[src/rtl/pkf_ram.sv]
// Generic simple dual-port RAM with registered read.
module pkf_ram #(
	parameter int WIDTH = 8,
	parameter int DEPTH = 16
) (
	input  logic                                      clk,
	input  logic                                      we,
	input  logic [((DEPTH > 1) ? $clog2(DEPTH) : 1)-1:0] waddr,
	input  logic [WIDTH-1:0]                          wdata,
	input  logic [((DEPTH > 1) ? $clog2(DEPTH) : 1)-1:0] raddr,
	output logic [WIDTH-1:0]                          rdata
);
	logic [WIDTH-1:0] mem [DEPTH];

	always_ff @(posedge clk) begin
		if (we) begin
			mem[waddr] <= wdata;
		end
		rdata <= mem[raddr];
	end
endmodule

[config.mk]
export PLATFORM = sky130hd
export DESIGN_NAME = pkf_ram
export DESIGN_NICKNAME = d
export VERILOG_FILES = /design/src/rtl/pkf_ram.sv
export SDC_FILE = /design/constraint.sdc
export NUM_CORES = 1
export LEC_CHECK = 0
export BUFFER_PORTS_ARGS = -buffer_cell sky130_fd_sc_hd__buf_2
export CAP_MARGIN = 20
export CORE_MARGIN = 2
export CORE_UTILIZATION = 50
export CTS_CLUSTER_DIAMETER = 100
export DETAILED_ROUTE_END_ITERATION = 8
export PLACE_DENSITY_LB_ADDON = 0.2
export SETUP_SLACK_MARGIN = 0.2
export SLEW_MARGIN = 10
export SYNTH_ARGS = -nofsm -noshare
export SYNTH_HDL_FRONTEND = slang
export SYNTH_SLANG_ARGS = --single-unit
[constraint.sdc]
create_clock -name clk -period 2.25 [get_ports clk]
set_clock_uncertainty 0.1 [all_clocks]
set_input_delay 0.1125 -clock clk [delete_from_list [all_inputs] [get_ports clk]]
set_output_delay 0.1125 -clock clk [all_outputs]
set_load 0.02 [all_outputs]
Word level (Yosys, flattened, before mapping)
Memories as Yosys holds them, arrays and structs flattened. A register that Yosys moved wholly into a read port is not among the register bits. Index checks and enable logic that the tools add are counted.

Mux-type cells: 2.

Operator list (count): $mux W1 (2).

Register bits: 0. Bits in writable memories: 128. Word-level logic and storage cells: 3. Memories kept: 1.

Memory list: mem (depth 16, width 8, read ports 1, clocked after Yosys merged registers in 1, write ports 1, RTL line 13) `logic [WIDTH-1:0] mem [DEPTH];`.

Logic depth before layout (Yosys ltp)
Gate-level depths: netlist of the first run.

Word-level depth: 2. Mapped depth: 5.

Least setup slack after synthesis of the first run
Ideal clock, no wire load.

Path kind: in2reg. Start point: input waddr[2] in the netlist's numbering. End point: memory mem[0][0], enable pin. Setup time: 0.383 ns. Data arrival time: 1.222 ns. Path slack: 0.545 ns. Stages on the path: 2. Cell sequence: or3b_2 -> nor3_1.

RTL lines: start: declaration (RTL line 8) `input logic [((DEPTH > 1) ? $clog2(DEPTH) : 1)-1:0] waddr,`; end: declaration (RTL line 13).

No word-level cell before the write port.

==> flow_summary.toml, run 1 <==
[detailed_routing]
firstDrtPassIters = 4
drt-total-wl_um = 9554
drt_iter0_markers = 200
num_vias = 2488
drc_errors = 0
vias_per_cell = 5.655
wl_per_cell_um = 21.71
antenna_left = 0

[timing]
rsz0062_at_grt = "no"
slew_viol_final = 0
min_period_over_period_pct = 65.59
maxSlewHeadroom_pct = 51.23
finalSetupTns_ps = 0
hold_violations = 0
fin_crit_ps = 1476
holdWs_ps = 48.38
max_clock_freq_mhz = 677.6
fin_ws_ps = 774.3
setup_violations = 0
tightest_slew_ps = 728.8

[critical_path]
crit_type = "flop to flop"
cp_data_required_time_ps = 2540
cp-start-kind = "flop"
crit_path_end_kind = "flop"
path_max_fanout = 1
worstPathArrival_ps = 1760

[clocking]
cts_buffer_depth = 2
cts_buffers = 17
clkTransAtPathRegs_ps = 60
root_buffer = "clkbuf_8"
cts_tree = "done"
cts_sinks = 136
cts_resized = 0
htree_levels = 4
clkLatencyLatePin_ps = 520

[die]
die_area_um2 = 11120
start_util_pct = 50.77
row_count = 37
die_w_um = 105.5
dieHeight_um = 105.5
core-area_um2 = 10140
io_pins = 26

[placed_design]
post_dp_cell_area_um2 = 5532
port_buffers = 25
placed_cells = 400
dp_slack_ps = 412.5
dp_hpwl_um = 6013
gp_congestion = 0.7085

[global_routing]
globalRoute.totalOverflow = 0
first_global_vias = 2492
grt_pass1_wl_um = 14340
grt_max_degree = 33
grt_util_all_layers_pct = 18.36
antenna_found_initial = 0

[yosys]
yosys_warnings = 0
syn-num-nets = 247
synth_area_leaders = "edfxtp_1 (75%), mux4_2 (7.9%), mux4_1 (7.1%), dfxtp_1 (3.1%), a22oi_1 (2.3%)"
yosysTopAreaCellShare_pct = 74.67
yosys.area.top_type = "edfxtp_1"
syn_area_per_cell_um2 = 22.48
synth_seq_area_share_pct = 77.78
syn-cell-area_um2 = 5147
ys_seq_elements = 136
synth_cells = 229
yosysUniqueCellTypes = 19

[worst_hold_path]
hp-class = "input pin to flop"

[finish]
nets = 309
stdcell_count = 440
layout_common_cells = "edfxtp_1 (128), buf_2 (25), mux4_2 (18), buf_4 (18)"
final_cell_area_um2 = 6208
layout-area-overhead-vs-synth_pct = 20.61
insertedDiodeCount = 0
layout_commonest_cell = "edfxtp_1"
drive_above_1_share_pct = 30.92

[power_and_ir_drop]
p_per_area_nw_per_um2 = 944.0
ir_worst_vdd_v = 0.0005105
leakage_nw = 2.123

[outcome]
outcome = "finished, final reports clean"

[run]
cap_violations = 0
-- metal layers --
layer | track usage, % | vias up | share of wire [%]
li1 | - | 1096 | -
met4 | 6.286 | 0 | 0.60
met2 | 28.48 | 89 | 51
met1 | 25.23 | 1299 | 43
met3 | 5.318 | 4 | 5.7
met5 | 0 | - | 0
-- synth_stat cells --
cell type / instances
clkdlybuf4s25_2: 3
and2_1: 1
mux4_2: 18
nand2_1: 9
and2b_1: 1
nor2b_1: 1
buf_6: 3
edfxtp_1: 128
or3b_2: 1
a22oi_1: 16
dfxtp_1: 8
buf_4: 1
nor2_1: 13
nand3b_1: 2
nand3_1: 1
nor3_1: 4
mux4_1: 14
buf_2: 3
nand2b_1: 2
-- path summary, 6_finish.rpt --
kind / start / end / slack [ps] / depth (start not counted)
max: mem[9][3] / rdata[3] / 770 / 3
min: waddr[0] / mem[0][6] / 50 / 3
max reg2reg: mem[9][3] / rdata[3] / 770 / 3
min reg2reg: mem[12][2] / rdata[2] / 570 / 3
-- state kept, by name, indices dropped and copies added, names as in the netlist --
signal,count
rdata,8
mem,128
-- critical path, stage by stage (launching register included) --
cell and delay [ps]:
edfxtp_1 350, mux4_1 530, a22oi_1 290, nand2_1 80
-- final cells by class --
cell class	instances	area, µm²
clock buffer	21	449.2
clock inverter	11	147.6
fill	729	3930
multi-input combinational	83	1057
sequential	136	4004
tap	136	170.2
timing repair buffer	53	380.4
-- kinds of logic after synthesis --
| group | synth area share (%) |
|---|---|
| DFF | 77.78 |
| and+or+nand+nor | 3.184 |
| muxes | 15.02 |
| AOI/OAI and AO/OA | 2.334 |
| buffers and inverters | 1.677 |
-- timing repair --
item                                   in CTS  in global routing
endpoints found under the hold margin     128                  0
hold buffers                                8                  0
setup buffers                               0                  0
-- per-stage QoR --
stage                     power, mW  util, %
after floorplan               3.062        -
after global placement        3.178    54.56
after detailed placement      3.185    54.56
after CTS                     5.904    61.24
after global routing          6.037    61.24
final                         5.861    61.24
-- where the power goes --
group / internal (mW) / switching, mW
clock: 1.74 / 0.979
sequential: 2.83 / 0.0182
combinational: 0.124 / 0.162
Power figures use the tool's default switching activity.
==> inputs of run 2 (changes only) <==
--- a/config.mk
+++ b/config.mk
@@ -5,6 +5,7 @@
 export SDC_FILE = /design/constraint.sdc
 export NUM_CORES = 1
 export LEC_CHECK = 0
+export ABC_AREA = 1
 export BUFFER_PORTS_ARGS = -buffer_cell sky130_fd_sc_hd__buf_2
 export CAP_MARGIN = 20
 export CORE_MARGIN = 2
==> constraint.sdc (replaced) <==
create_clock -name clk -period 1.2 [get_ports clk]
set_clock_uncertainty 0.1 [all_clocks]
set_input_delay 0.06 -clock clk [delete_from_list [all_inputs] [get_ports clk]]
set_output_delay 0.06 -clock clk [all_outputs]
set_load 0.02 [all_outputs]
==> run 2 against run 1 <==
Setup slack worse by 620 ps; routed wire length rose by 40%; die area is 12% higher; critical path depth increased by 3; critical endpoint is now rdata[6].
==> flow_summary.toml, run 2 <==
[worst_hold_path]
hp-class = "input pin to flop"

[detailed_routing]
num_vias = 3971
wl_per_cell_um = 17.29
drc_errors = 0
drt_iter0_markers = 378
drt-total-wl_um = 13350
firstDrtPassIters = 7
vias_per_cell = 5.144
antenna_left = 0

[yosys]
yosysTopAreaCellShare_pct = 66.65
synth-edff-count = 128
syn-num-nets = 569
yosysUniqueCellTypes = 12
syn-cell-area_um2 = 5767
synth_cells = 551
yosys_warnings = 0
yosys.area.top_type = "edfxtp_1"
synth_seq_area_share_pct = 69.43
synth_common_cells = "nand2_1 (173), edfxtp_1 (128), inv_1 (100), nand3_1 (97), nor2_1 (17)"
syn_area_per_cell_um2 = 10.47
synth.most_common_cell = "nand2_1"
synth_area_leaders = "edfxtp_1 (67%), nand2_1 (11%), nand3_1 (8.4%), inv_1 (6.5%), dfxtp_1 (2.8%)"
synthArstFlopShare_pct = 0
ys_seq_elements = 136
synth_ff_type = "edfxtp_1"

[die]
dieHeight_um = 111.4
io_pins = 26
core-area_um2 = 11320
die_w_um = 111.4
start_util_pct = 50.94
row_count = 39
die_area_um2 = 12410

[finish]
drive_above_1_share_pct = 21.94
regMostFlops = "mem"
final_core_util_pct = 63.83
insertedDiodeCount = 0
final_cell_area_um2 = 7226
nets = 634
layout_common_cells = "nand2_1 (166), edfxtp_1 (128), inv_1 (98)"
largest_reg_flops = 128
largestRegisters = "mem: 128 flops, rdata: 8 flops"
layout-area-overhead-vs-synth_pct = 25.30
layout_commonest_cell = "nand2_1"

[global_routing]
first_global_vias = 3865
grt_pass1_wl_um = 21050
globalRoute.totalOverflow = 0
antenna_found_initial = 0
grt_max_degree = 29
grt_util_all_layers_pct = 22.71

[timing]
fin_crit_ps = 1044
setup_violations = 0
max_clock_freq_mhz = 958.0
holdWs_ps = 87.74
slew_viol_final = 0
min_period_over_period_pct = 86.98
hold_violations = 0
maxSlewHeadroom_pct = 66.79
tightest_slew_ps = 497.6
rsz0062_at_grt = "yes"

[power_and_ir_drop]
p_switching_mw = 2.390
pwr-share-clk_pct = 45.4
p_int_mw = 8.987
leakage_nw = 3.138
ir_worst_vdd_v = 0.0009148
swShare_pct = 21.00
p_per_area_nw_per_um2 = 1574
pwr-share-comb_pct = 7.5
power_frac_seq_pct = 47.1

[clocking]
clkTransAtPathRegs_ps = 50
root_buffer = "clkbuf_16"
cts_buffer_depth = 2
cts_setup_buffers = 0
cts_sinks = 136
cts_tree = "done"
cts_buffers = 17
clkLatencyLatePin_ps = 410
htree_levels = 4

[critical_path]
crit_type = "flop to flop"
crit_path_end_kind = "flop"
cp_data_required_time_ps = 1400
cp-start-kind = "flop"
worstPathArrival_ps = 1250
path_max_fanout = 1

[run]
cap_violations = 0

[outcome]
outcome = "finished, final reports clean"

[placed_design]
dp_hpwl_um = 8435
post_dp_cell_area_um2 = 6340
port_buffers = 25
gp_congestion = 0.8241
==> run 2: metrics by stage <==
stage	power, mW	setup WS, ps	instances	setup TNS, ps
after floorplan	5.852	89.17	551	0
after global placement	6.180	-72.10	731	-146.1
after detailed placement	6.190	-78.69	731	-209.6
after CTS	11.41	149.6	772	0
after global routing	11.72	80.53	772	0
final	11.38	156.2	772	0
==> run 2: area by class of cell <==
| type | count | area (µm²) |
|---|---|---|
| clock buffer | 22 | 464.2 |
| clock inverter | 10 | 125.1 |
| fill | 878 | 4095 |
| inverter | 102 | 382.9 |
| multi-input combinational | 289 | 1376 |
| sequential | 136 | 4013 |
| tap | 143 | 178.9 |
| timing repair buffer | 70 | 685.7 |
==> run 2: critical path: stages, from the launching register on <==
cell      delay, ps
edfxtp_1        370
nand2_1          70
nand2_1          70
nand2_2          80
nand3_2          80
nand3_2          80
nand2_1          70
==> run 2: cell families after synthesis <==
group                  count (synthesis)  synth area share, %
and+or+nand+nor                      289                21.05
buffers and inverters                126                9.525
DFF                                  136                69.43
==> run 2: power by group through the flow <==
stage	logic [mW]	registers (mW)	clock network, mW
floorplan	0.378	5.47	0
global placement	0.740	5.44	0
detailed placement	0.749	5.44	0
CTS	0.830	5.36	5.22
global route	0.935	5.36	5.42
finish	0.856	5.36	5.16
==> run 2: final timing paths <==
check             slack (ps)  cells after the start  startpoint       end
hold reg to reg          580                      6  mem[14][3]  rdata[3]
setup reg to reg         160                      6   mem[2][6]  rdata[6]
setup / recovery         160                      6   mem[2][6]  rdata[6]
hold / removal            90                      5    raddr[2]  rdata[4]
==> run 2: layer usage <==
metal  global-route usage [%]  up-vias  wire length, µm
li1                         -     1906                -
met1                    31.63     1896             5872
met2                    35.41      152             6480
met3                    4.899       17              805
met4                    8.889        0              191
met5                        0        -                0
==> run 2: repair_timing <==
item,in CTS,in global routing
hold buffers,9,0
hold endpoints to repair,115,0
resized for setup,35,23
endpoints found under the setup margin,16,16
pin swaps,9,14
==> inputs of run 3 (changes only) <==
--- a/config.mk
+++ b/config.mk
@@ -13,7 +13,7 @@
 export CTS_CLUSTER_DIAMETER = 100
 export DETAILED_ROUTE_END_ITERATION = 8
 export PLACE_DENSITY_LB_ADDON = 0.2
-export SETUP_SLACK_MARGIN = 0.2
+export SETUP_SLACK_MARGIN = 0.1
 export SLEW_MARGIN = 10
 export SYNTH_ARGS = -nofsm -noshare
 export SYNTH_HDL_FRONTEND = slang
==> run 3 against run 2 <==
Die area unchanged; routed wire length decreased by 8.0%; core utilization decreased by 2.3 points.
==> flow_summary.toml, run 3 (synthesis results as in run 2) <==
[global_routing]
grt_util_all_layers_pct = 21.21
first_global_vias = 3851
grt_pass1_wl_um = 19870
globalRoute.totalOverflow = 0
grt_max_degree = 65
antenna_found_initial = 0

[timing]
maxSlewHeadroom_pct = 74.23
setup_violations = 0
slew_viol_final = 0
finalSetupTns_ps = 0
fin_ws_ps = 139.9
max_clock_freq_mhz = 943.3
fin_crit_ps = 1060
holdWs_ps = 33.49
hold_violations = 0
min_period_over_period_pct = 88.34
rsz0062_at_grt = "yes"
tightest_slew_ps = 386.1

[critical_path]
r2r_end = "rdata[4]"
critical_path.top_delay_family = "flip-flops"
ff2ff_path_depth = 6
crit_path_end_kind = "output port"
crit_chain = "buf_4"
reg2reg_from = "mem[5][4]"
crit_slowest_cell = "dfxtp_2"
worstPathArrival_ps = 900
cp-start-kind = "flop"
max_stage_delay_ps = 350
crit_type = "flop to output port"
path_max_fanout = 1
crit_buf_inv = 1
rrSetupSlack_ps = 160
cp_data_required_time_ps = 1040
critPathLaunch = "rdata[2]"

[worst_hold_path]
hp-class = "input pin to flop"
hold_depth = 4
min_from = "raddr[3]"
hold_end = "rdata[2]"

[detailed_routing]
drt_iter0_markers = 315
num_vias = 3858
drc_errors = 0
wl_per_cell_um = 16.07
drt-total-wl_um = 12280
antenna_left = 0
firstDrtPassIters = 4
vias_per_cell = 5.050

[power_and_ir_drop]
leakage_nw = 3.043
p_per_area_nw_per_um2 = 1625
ir_worst_vdd_v = 0.0009879
p_total_mw = 11.31

[finish]
layout-area-overhead-vs-synth_pct = 20.70
stdcell_count = 764
layout_commonest_cell = "nand2_1"
nets = 626
largest_reg_flops = 128
largestRegisters = "mem: 128 flops, rdata: 8 flops"
insertedDiodeCount = 0
regMostFlops = "mem"
layout_common_cells = "nand2_1 (173), edfxtp_1 (128), inv_1 (100)"
drive_above_1_share_pct = 16.43

[placed_design]
port_buffers = 25
placed_cells = 724
gp_congestion = 0.8272
dp_hpwl_um = 7505
dp_slack_ps = -63.94

[die]
dieHeight_um = 111.4
die_w_um = 111.4
row_count = 39
die_area_um2 = 12410
start_util_pct = 50.94
core-area_um2 = 11320
io_pins = 26

[clocking]
cts_buffers = 17
clkTransAtPathRegs_ps = 50
cts_tree = "done"
cts_setup_buffers = 0
root_buffer = "clkbuf_16"
htree_levels = 4
clkLatencyLatePin_ps = 410
cts_buffer_depth = 2
cts_sinks = 136

[outcome]
outcome = "finished, final reports clean"

[run]
cap_violations = 0
==> run 3: changes by cell type in the layout (fill, tap and decap cells not counted), moves of 6 or more <==
cell / delta
nand2_1: +7
nor2_1: +6
nand3_1: +16
nor2_2: -6
nand2_2: -7
nand3_2: -16
buf_6: -8
==> run 3: how the worst max path moves through the flow <==
stage | to | cells past startpoint
6_report | rdata[2] | 1
5_1_grt | rdata[4] | 6
4_1_cts | rdata[5] | 1
3_5_place_dp | mem[14][4] | 5
3_3_place_gp | mem[14][1] | 5
2_1_floorplan | mem[4][0] | 2
==> run 3: per-layer routing <==
metal	routed length (µm)	up-vias	track usage, %	part of all wire [%]
li1	-	1887	-	-
met1	5343	1829	28.41	44
met2	5977	121	34.07	49
met3	762	21	5.444	6.2
met4	196	0	7.490	1.6
met5	0	-	0	0
==> run 3: power breakdown <==
group / switching [mW] / internal (mW) / leakage (nW)
logic: 0.486 / 0.257 / 1.53
registers: 0.0378 / 5.32 / 1.22
clock network: 1.86 / 3.35 / 0.287
==> run 3: metrics by stage <==
step | utilization (%) | cell area [µm²]
after floorplan | - | 5767
after global placement | 54.85 | 6210
after detailed placement | 54.85 | 6210
after CTS | 61.03 | 6909
after global routing | 61.48 | 6960
final | 61.48 | 6960
==> run 3: area by class of cell <==
| class | instances | area [µm²] |
|---|---|---|
| Fill cell | 930 | 4360 |
| Inverter | 102 | 382.9 |
| Clock inverter | 13 | 152.6 |
| Multi-Input combinational cell | 289 | 1264 |
| Tap cell | 143 | 178.9 |
| Sequential cell | 136 | 4009 |
| Clock buffer | 19 | 452.9 |
| Timing Repair Buffer | 62 | 520.5 |
==> run 3: timing repair <==
item / CTS / global route
pin swaps: 0 / 4
endpoints found under the setup margin: 4 / 9
hold buffers: 8 / 0
endpoints found under the hold margin: 128 / 0
resized for setup: 7 / 11
